File: src/sv/cee_pkg.sv
// Shared types and constants for the C string escape encoder.
// Used by every module of the block; depends on nothing else.
package cee_pkg;

  // Configuration port geometry.
  localparam int unsigned NumMaskRegs = 4;
  localparam int unsigned MaskWidth   = 64;
  localparam int unsigned RegIdxWidth = $clog2(NumMaskRegs);

  // Depth of the queue between the front and the back part.
  localparam int unsigned QueueDepth  = 4;
  localparam int unsigned QueuePtrW   = $clog2(QueueDepth);
  localparam int unsigned QueueCntW   = $clog2(QueueDepth + 1);

  // Character codes.
  localparam logic [7:0] ChrBackslash = 8'h5C;
  localparam logic [7:0] ChrZero      = 8'h30;
  localparam logic [7:0] ChrPrintLo   = 8'h20;
  localparam logic [7:0] ChrPrintHi   = 8'h7E;
  localparam logic [7:0] ChrNewline   = 8'h0A;
  localparam logic [7:0] ChrTab       = 8'h09;
  localparam logic [7:0] ChrBackspace = 8'h08;
  localparam logic [7:0] ChrReturn    = 8'h0D;
  localparam logic [7:0] ChrFormFeed  = 8'h0C;
  localparam logic [7:0] ChrVertTab   = 8'h0B;
  localparam logic [7:0] LetN         = 8'h6E;
  localparam logic [7:0] LetT         = 8'h74;
  localparam logic [7:0] LetB         = 8'h62;
  localparam logic [7:0] LetR         = 8'h72;
  localparam logic [7:0] LetF         = 8'h66;
  localparam logic [7:0] LetV         = 8'h76;

  // How one input byte is expanded.
  typedef enum logic [1:0] {
    KindPass   = 2'd0,  // one beat: the byte itself
    KindDouble = 2'd1,  // two backslashes
    KindLetter = 2'd2,  // backslash and a letter
    KindOctal  = 2'd3   // backslash and three octal digits
  } kind_e;

  // One classified item as it waits in the queue. For a letter escape the
  // symbol is the letter, otherwise it is the input byte.
  typedef struct packed {
    kind_e      kind;
    logic [7:0] sym;
  } item_t;

endpackage

File: src/sv/cee_classify.sv
// Front part of the escape encoder: holds the except mask registers and
// classifies each accepted input byte. Depends on cee_pkg.
module cee_classify
  import cee_pkg::*;
(
  input  logic                   clk_i,
  input  logic                   rst_ni,
  input  logic                   cfg_we_i,
  input  logic [RegIdxWidth-1:0] cfg_idx_i,
  input  logic [MaskWidth-1:0]   cfg_data_i,
  input  logic                   in_valid_i,
  output logic                   in_ready_o,
  input  logic [7:0]             in_byte_i,
  input  logic                   q_full_i,
  output logic                   q_push_o,
  output item_t                  q_item_o
);

  logic [MaskWidth-1:0] mask_q [NumMaskRegs];
  logic                 excepted;
  logic                 printable;
  logic [7:0]           letter;

  // Except mask registers, written through the configuration port.
  always_ff @(posedge clk_i or negedge rst_ni) begin
    if (!rst_ni) begin
      for (int i = 0; i < NumMaskRegs; i++) begin
        mask_q[i] <= '0;
      end
    end else if (cfg_we_i) begin
      mask_q[cfg_idx_i] <= cfg_data_i;
    end
  end

  assign excepted  = mask_q[in_byte_i[7:6]][in_byte_i[5:0]];
  assign printable = (in_byte_i >= ChrPrintLo) && (in_byte_i <= ChrPrintHi);

  // Letter for the named control characters; zero means none.
  always_comb begin
    unique case (in_byte_i)
      ChrNewline:   letter = LetN;
      ChrTab:       letter = LetT;
      ChrBackspace: letter = LetB;
      ChrReturn:    letter = LetR;
      ChrFormFeed:  letter = LetF;
      ChrVertTab:   letter = LetV;
      default:      letter = 8'h00;
    endcase
  end

  // Classification. The terminator and excepted bytes pass unchanged.
  always_comb begin
    q_item_o.sym = in_byte_i;
    if (in_byte_i == 8'h00 || excepted) begin
      q_item_o.kind = KindPass;
    end else if (printable) begin
      q_item_o.kind = (in_byte_i == ChrBackslash) ? KindDouble : KindPass;
    end else if (letter != 8'h00) begin
      q_item_o.kind = KindLetter;
      q_item_o.sym  = letter;
    end else begin
      q_item_o.kind = KindOctal;
    end
  end

  assign in_ready_o = !q_full_i;
  assign q_push_o   = in_valid_i && !q_full_i;

endmodule

File: src/sv/cee_queue.sv
// Short queue of classified items between the front and the back part.
// Depends on cee_pkg.
module cee_queue
  import cee_pkg::*;
(
  input  logic  clk_i,
  input  logic  rst_ni,
  input  logic  push_i,
  input  item_t item_i,
  output logic  full_o,
  input  logic  pop_i,
  output logic  valid_o,
  output item_t item_o
);

  item_t                slot_q [QueueDepth];
  logic [QueuePtrW-1:0] wr_ptr_q, rd_ptr_q;
  logic [QueueCntW-1:0] count_q;

  // Entry storage; payload needs no reset.
  always_ff @(posedge clk_i) begin
    if (push_i) begin
      slot_q[wr_ptr_q] <= item_i;
    end
  end

  // Pointers and fill count.
  always_ff @(posedge clk_i or negedge rst_ni) begin
    if (!rst_ni) begin
      wr_ptr_q <= '0;
      rd_ptr_q <= '0;
      count_q  <= '0;
    end else begin
      if (push_i) begin
        wr_ptr_q <= wr_ptr_q + QueuePtrW'(1);
      end
      if (pop_i) begin
        rd_ptr_q <= rd_ptr_q + QueuePtrW'(1);
      end
      if (push_i && !pop_i) begin
        count_q <= count_q + QueueCntW'(1);
      end else if (pop_i && !push_i) begin
        count_q <= count_q - QueueCntW'(1);
      end
    end
  end

  assign full_o  = (count_q == QueueCntW'(QueueDepth));
  assign valid_o = (count_q != '0);
  assign item_o  = slot_q[rd_ptr_q];

endmodule

File: src/sv/cee_expand.sv
// Back part of the escape encoder: turns the item at the head of the queue
// into one to four output beats through a registered output stage.
// Depends on cee_pkg.
module cee_expand
  import cee_pkg::*;
(
  input  logic       clk_i,
  input  logic       rst_ni,
  input  logic       q_valid_i,
  input  item_t      q_item_i,
  output logic       q_pop_o,
  output logic       out_valid_o,
  input  logic       out_ready_i,
  output logic [7:0] out_byte_o,
  output logic       out_last_o
);

  logic [1:0] beat_q, beat_d;
  logic       valid_q, valid_d;
  logic [7:0] byte_q;
  logic       last_q;
  logic       load;
  logic [7:0] nxt_byte;
  logic       nxt_last;

  // The output register takes a new beat when it is empty or being drained.
  assign load = q_valid_i && (!valid_q || out_ready_i);

  // Beat generation for the head item.
  always_comb begin
    nxt_byte = ChrBackslash;
    nxt_last = 1'b0;
    case (q_item_i.kind)
      KindPass: begin
        nxt_byte = q_item_i.sym;
        nxt_last = 1'b1;
      end
      KindDouble: begin
        nxt_last = (beat_q == 2'd1);
      end
      KindLetter: begin
        if (beat_q != 2'd0) begin
          nxt_byte = q_item_i.sym;
          nxt_last = 1'b1;
        end
      end
      default: begin
        case (beat_q)
          2'd1:    nxt_byte = ChrZero + {5'd0, 1'b0, q_item_i.sym[7:6]};
          2'd2:    nxt_byte = ChrZero + {5'd0, q_item_i.sym[5:3]};
          2'd3: begin
            nxt_byte = ChrZero + {5'd0, q_item_i.sym[2:0]};
            nxt_last = 1'b1;
          end
          default: nxt_byte = ChrBackslash;
        endcase
      end
    endcase
  end

  assign q_pop_o = load && nxt_last;

  always_comb begin
    beat_d  = beat_q;
    valid_d = valid_q;
    if (load) begin
      beat_d  = nxt_last ? 2'd0 : beat_q + 2'd1;
      valid_d = 1'b1;
    end else if (out_ready_i) begin
      valid_d = 1'b0;
    end
  end

  // Control state.
  always_ff @(posedge clk_i or negedge rst_ni) begin
    if (!rst_ni) begin
      beat_q  <= '0;
      valid_q <= 1'b0;
    end else begin
      beat_q  <= beat_d;
      valid_q <= valid_d;
    end
  end

  // Output payload.
  always_ff @(posedge clk_i) begin
    if (load) begin
      byte_q <= nxt_byte;
      last_q <= nxt_last;
    end
  end

  assign out_valid_o = valid_q;
  assign out_byte_o  = byte_q;
  assign out_last_o  = last_q;

endmodule

File: src/sv/c_escape_encoder.sv
// Top level of the C string escape encoder.
// Depends on cee_pkg, cee_classify, cee_queue and cee_expand.

// Each input beat carries one byte and produces one to four output beats:
// the byte itself, a doubled backslash, a backslash and a letter, or a
// backslash and three octal digits; tlast marks the final beat of each
// input byte, and a zero byte gives a single zero. The output side moves one
// beat per cycle while m_axis_tready is high. A four-entry queue lets input
// bytes be accepted every cycle until it fills, while earlier bytes are still
// being expanded. The four 64-bit except mask registers are written through
// cfg_we_i, cfg_idx_i and cfg_data_i; the user must write them only while the
// block is idle, which the block itself does not enforce. All are clear
// after reset.
module c_escape_encoder
  import cee_pkg::*;
(
  input  logic                   clk_i,
  input  logic                   rst_ni,
  input  logic                   cfg_we_i,
  input  logic [RegIdxWidth-1:0] cfg_idx_i,
  input  logic [MaskWidth-1:0]   cfg_data_i,
  input  logic                   s_axis_tvalid,
  output logic                   s_axis_tready,
  input  logic [7:0]             s_axis_tdata,   // [7:0] in_byte
  output logic                   m_axis_tvalid,
  input  logic                   m_axis_tready,
  output logic [7:0]             m_axis_tdata,   // [7:0] out_byte
  output logic                   m_axis_tlast    // last_of_run
);

  logic  q_push, q_full, q_pop, q_valid;
  item_t q_in, q_out;

  // Front: mask registers and classification.
  cee_classify u_classify (
    .clk_i      (clk_i),
    .rst_ni     (rst_ni),
    .cfg_we_i   (cfg_we_i),
    .cfg_idx_i  (cfg_idx_i),
    .cfg_data_i (cfg_data_i),
    .in_valid_i (s_axis_tvalid),
    .in_ready_o (s_axis_tready),
    .in_byte_i  (s_axis_tdata),
    .q_full_i   (q_full),
    .q_push_o   (q_push),
    .q_item_o   (q_in)
  );

  // Queue between the two parts.
  cee_queue u_queue (
    .clk_i   (clk_i),
    .rst_ni  (rst_ni),
    .push_i  (q_push),
    .item_i  (q_in),
    .full_o  (q_full),
    .pop_i   (q_pop),
    .valid_o (q_valid),
    .item_o  (q_out)
  );

  // Back: beat expansion and output register.
  cee_expand u_expand (
    .clk_i       (clk_i),
    .rst_ni      (rst_ni),
    .q_valid_i   (q_valid),
    .q_item_i    (q_out),
    .q_pop_o     (q_pop),
    .out_valid_o (m_axis_tvalid),
    .out_ready_i (m_axis_tready),
    .out_byte_o  (m_axis_tdata),
    .out_last_o  (m_axis_tlast)
  );

endmodule
File: config.mk
export PLATFORM = sky130hd
export DESIGN_NAME = c_escape_encoder
export DESIGN_NICKNAME = d
export VERILOG_FILES = /design/src/sv/cee_pkg.sv /design/src/sv/cee_classify.sv /design/src/sv/cee_queue.sv /design/src/sv/cee_expand.sv /design/src/sv/c_escape_encoder.sv
export SDC_FILE = /design/constraint.sdc
export NUM_CORES = 1
export LEC_CHECK = 0
export BUFFER_PORTS_ARGS = -buffer_cell sky130_fd_sc_hd__buf_4
export CAP_MARGIN = 30
export CORE_UTILIZATION = 50
export CTS_BUF_LIST = sky130_fd_sc_hd__clkbuf_4
export CTS_CLUSTER_DIAMETER = 100
export CTS_CLUSTER_SIZE = 16
export DETAILED_ROUTE_END_ITERATION = 16
export HOLD_SLACK_MARGIN = 0.15
export PLACE_DENSITY = 0.68
export SYNTH_ARGS = -nofsm -noshare
export SYNTH_HDL_FRONTEND = slang
export SYNTH_SLANG_ARGS = --single-unit
export TNS_END_PERCENT = 30
File: constraint.sdc
create_clock -name clk_i -period 2.8 [get_ports clk_i]
set_input_delay 0.84 -clock clk_i [delete_from_list [all_inputs] [get_ports clk_i]]
set_output_delay 0.84 -clock clk_i [all_outputs]
set_load 0.1 [all_outputs]
* After elaboration in Yosys (flattened, before gate mapping)
Memories as Yosys holds them, arrays and structs flattened. Index checks and enable logic that the tools add are counted.
Cells by class: add/sub/neg operators 8, muxes and demuxes 29, equality and inequality tests 13, magnitude comparators 6, bitwise gates (word level) 2, reductions and logical operators 20
Operators with widths (count):
- bitwise mux 256 bit | 1
- 2-to-1 mux 64 bit | 3
- binary-select mux 64 bit (select 2 bit) | 1
- demux 64 bit (select 2 bit) | 1
- == test 8 x 4 -> 1 bit (second input constant) | 6
- case mux 8 bit (3 select lines) | 2
- case mux 7 bit (6 select lines) | 1
- 2-to-1 mux 8 bit | 4
- adder 6 x 3 -> 7 bit (first input constant) | 2
- 2-to-1 mux 1 bit | 9
- == test 8 x 7 -> 1 bit (second input constant) | 1
- greater-or-equal comparator 8 x 6 -> 1 bit (second input constant) | 1
- <= comparator 8 x 7 -> 1 bit (second input constant) | 1
- logical NOT 8 bit | 1
- nonzero test 8 bit | 1
- adder 6 x 2 -> 7 bit (first input constant) | 1
- logical AND 1 bit | 7
- less-than comparator 6 x 7 -> 1 bit (second input constant) | 1
- adder 2 x 1 -> 2 bit (second input constant) | 3
- binary-select mux 1 bit (select 6 bit) | 1
- == test 2 bit (second input constant) | 3
- greater-or-equal comparator 3 bit (second input constant) | 2
- 2-to-1 mux 2 bit | 3
- 2-to-1 mux 3 bit | 2
- other kinds (12) | 20
Word-level totals: word-level logic and storage cells 90, memories 1, bits in writable memories 40, register bits 275, bits of input ports 79
Memories:
- u_queue.slot_q | words 4, width 10, rd ports 1, clocked after Yosys merged registers in 0, wr ports 1, line cee_queue.sv:16 | item_t slot_q [QueueDepth];

* Logic depth before layout (Yosys ltp)
depth in word-level cells 8, depth in mapped cells 12, depth with buffers taken out 12

* By module
From an unflattened synthesis, not the netlist that was laid out.
Unflattened totals: cells, all modules 909, area total of the unflattened synthesis 14353.8 um^2
Modules (own cells, without submodules):
- cee_classify | sequential area each 6406.1 um^2, cells an instance 772, area an instance 11887.7 um^2, instances 1
- cee_queue | sequential area each 1376.3 um^2, cells an instance 86, area an instance 1841.8 um^2, instances 1
- cee_expand | sequential area each 345.3 um^2, cells an instance 51, area an instance 624.3 um^2, instances 1

* Least setup slack after synthesis
OpenSTA, ideal clock, no wires.
kind input -> register, start point input port s_axis_tdata[6], end point memory u_queue.slot_q[0][0] in the netlist's numbering (data pin), stages on the path 10, slack -150 ps, setup time 305 ps, buffers on the path 3, data required time 2495 ps, arrival 2645 ps, path through buf_6 > buf_4 > nor2_1 > buf_4 > a22oi_1 > nand3_1 > nand4_1 > o31a_1 > a21oi_1 > a21boi_0
RTL lines:
- start: declaration | line c_escape_encoder.sv:24 | input logic [7:0] s_axis_tdata,
- end: declaration | line cee_queue.sv:16

==> metrics <==
Top cell by count, worst path=buf_4; RSZ-0062 raised after global routing=no; routed via count=8365; gr usage total=21.7%; CTS tree=done; Layout area overhead=12.7%; #FFs+latches synth=315; status=finished, final reports clean; CP Capture Type=register; Seq/Total Area, Yosys=56.5%; GP Congestion=0.782; CP Data Required Time=3.23 ns; Avg Vias per Cell=5.69; Row Count=61; Core Region=28000 um^2; I/O Buffers=89; slew margin rel.=64.8%; Final Setup Violations=0; GRT overflow=0; CP top delay family=compound AO/OA/AOI/OAI gates; cell area power density=699 nW/um^2; fraction of layout cells with a size suffix above 1=46.1%; HPWL Detailed=20.2 mm; Initial Util=51.3%; CTS root buf=clkbuf_4; worst slew pin tran=0.528 ns; largest net degree at the start of global routing=70; Critical Path AT=3.01 ns; CP startpoint kind=input pin; DR pass1 iterations=7; Net count, final=1173; H-tree depth=1; worst IR drop on VDD=0.000394 V; leakage=6.90 nW; worst-path fanout max=23; clock latency on the worst-skew pair=0.72 ns; Cells after Synth=958; fin area=16200 um^2; initial antenna violation count=1; Sink Count=315; ys flop type=dfrtp_1; DR iter-0 viols=461; final worst-path cycle share=92.3%; Mapped Avg Cell Area=15.0 um^2; max cap viols=0; Worst Skew=0.0306 ns; Final Hold Viols=0; Post-DRT Antenna Nets=0; number of global-route vias before repair=8850; Yosys warnings=0; buffer and inverter count on the worst path=2; Post-DP Area=15900 um^2; Post-synth EDFFs=49; die width=172 um; Remaining DRCs=0; first-pass GRT wire length=49.1 mm; Slew Viols, Final=0; pre-CTS setup slack=-0.558 ns; kind of critical path=input pin to register; clock slew at reported path FFs=0.17 ns; post-synth cell types=61; WL/cell=20.5 um; asr flop ratio synth=84.4%; Period minus WS final=2.58 ns; max incr delay on CP=0.37 ns; CTS Buf Count=23; clk buf depth=3; final wirelength=30.2 mm; I/O pin cnt=90; Critical-path top delay cell=a21oi_2; Worst Hold Class=input pin to register; worst-path cell chain=buf_4 -> and2_1 -> buf_4 -> a22oi_1 -> a311oi_1 -> nand4_1 -> o31a_1 -> a21oi_2 -> a21boi_0; final worst setup slack=0.216 ns; synthesized area=14400 um^2; Mapped Nets=1048; Chip Height=172 um; max frequency=0.387 GHz; die area=29400 um^2
==> final timing paths <==
kind / start / endpoint / slack, ns / cells after the start
hold reg to reg: u_queue.count_q[2] / u_queue.count_q[2] / 0.51 / 1
setup / recovery: s_axis_tdata[6] / u_queue.slot_q[3][0] / 0.22 / 9
max in group asynchronous: rst_ni / u_classify.mask_q[61] / 1.51 / 3
setup reg to reg: u_queue.rd_ptr_q[0] / u_queue.count_q[1] / 0.22 / 8
hold / removal: cfg_data_i[23] / u_classify.mask_q[151] / 0.36 / 2
min in group asynchronous: rst_ni / u_classify.mask_q[110] / 0.59 / 2
==> synth_stat cells (4+ instances only) <==
cell type	number	area [um^2]
and2_1	4	25.0
buf_2	15	75.1
xnor2_1	4	35.0
ha_1	10	125
o21ai_0	5	25.0
mux2i_1	67	671
and3_1	4	25.0
a21o_1	5	37.5
a21oi_1	9	45.0
dfrtp_1	266	6660
a211oi_1	4	30.0
nor2_1	14	52.6
edfxtp_1	49	1470
inv_1	13	48.8
mux2_2	264	2970
buf_4	5	37.5
nand2_1	25	93.8
nor3b_1	4	30.0
clkbuf_1	36	135
a22oi_1	29	218
nand3_1	17	85.1
nand4_1	6	37.5
mux4_2	33	743
nand2b_1	4	25.0
mux4_1	8	210
==> area by class of cell <==
cell class	count	area, um^2
tap	378	473
antenna	1	2.50
sequential	315	8130
multi-input combinational	570	5950
inverter	13	48.8
clock buffer	30	225
timing repair buffer	160	1360
fill	2253	11800
clock inverter	2	11.3
==> what timing repair did <==
action | 4_1_cts | 5_1_grt
buffers inserted | 0 | 0
hold buffers | 1 | 0
endpoints found under the setup margin | 0 | 9
gates resized for setup | 0 | 3
hold endpoints to repair | 32 | 0
==> cell families (layout without fill, tap and decap cells) <==
group           Yosys count  in the layout  synth area share (%)
simple gates             97             97                  3.53
fa+ha+maj                11             11                  1.01
other cells               0              1                     0
compound gates           84             84                  4.31
buf+inv                  73            205                  2.30
flops                   315            315                  56.5
xor+xnor                  6              6                 0.365
mux                     372            372                  32.0
==> routing by layer <==
metal / GRT usage (%) / share of wire, %
met5: 0 / 0
met4: 3.88 / 1.6
met3: 3.50 / 4.1
met2: 37.0 / 50
met1: 29.4 / 45
==> report_power, final <==
group	leakage (nW)	internal, W	switching [W]
sequential	3.60	0.00565	0.000455
combinational	3.16	0.00159	0.00177
clock	0.142	0.000493	0.00136
==> state kept, by name, indices dropped and copies added (netlist names) <==
| name | flops |
|---|---|
| u_classify.mask_q | 256 |
| u_queue.slot_q | 40 |
| u_expand.out_byte_o | 8 |
| u_queue.count_q | 3 |
| u_expand.beat_q | 2 |
| u_queue.rd_ptr_q | 2 |
| u_queue.wr_ptr_q | 2 |
| u_expand.out_last_o | 1 |
| u_expand.out_valid_o | 1 |
==> stage by stage <==
step	TNS (ns)	utilization (%)	cells	total power [W]	hold WS [ns]
final	0	57.8	1469	0.0113	0.365
after global routing	0	57.8	1469	0.0120	0.308
after CTS	0	57.8	1468	0.0114	0.306
after detailed placement	-15.73	56.9	1435	0.00960	0.485
after global placement	-12.79	56.9	1435	0.00949	0.481
after floorplan	-0.147	-	958	0.00857	0.464
==> layout by cell type (no fill, tap or decap), types with 3 or more instances in the layout <==
cell type,n
ha_1,10
a221oi_1,3
nand3b_1,3
a21oi_1,7
nor3b_1,3
nor3_1,3
nor2b_1,3
nand4_1,6
nand3_1,16
and3_1,4
nand2b_1,4
inv_1,13
buf_12,12
mux4_1,5
a21oi_2,3
o21ai_0,5
a21o_1,5
o211ai_1,3
buf_4,146
mux2_2,263
mux2i_1,67
edfxtp_1,49
clkbuf_4,30
mux4_2,36
nor2_1,13
o21a_1,3
a22oi_1,29
xnor2_1,4
nand2_1,25
and2_1,4
a211oi_1,4
dfrtp_1,265
Power figures use the tool's default switching activity.
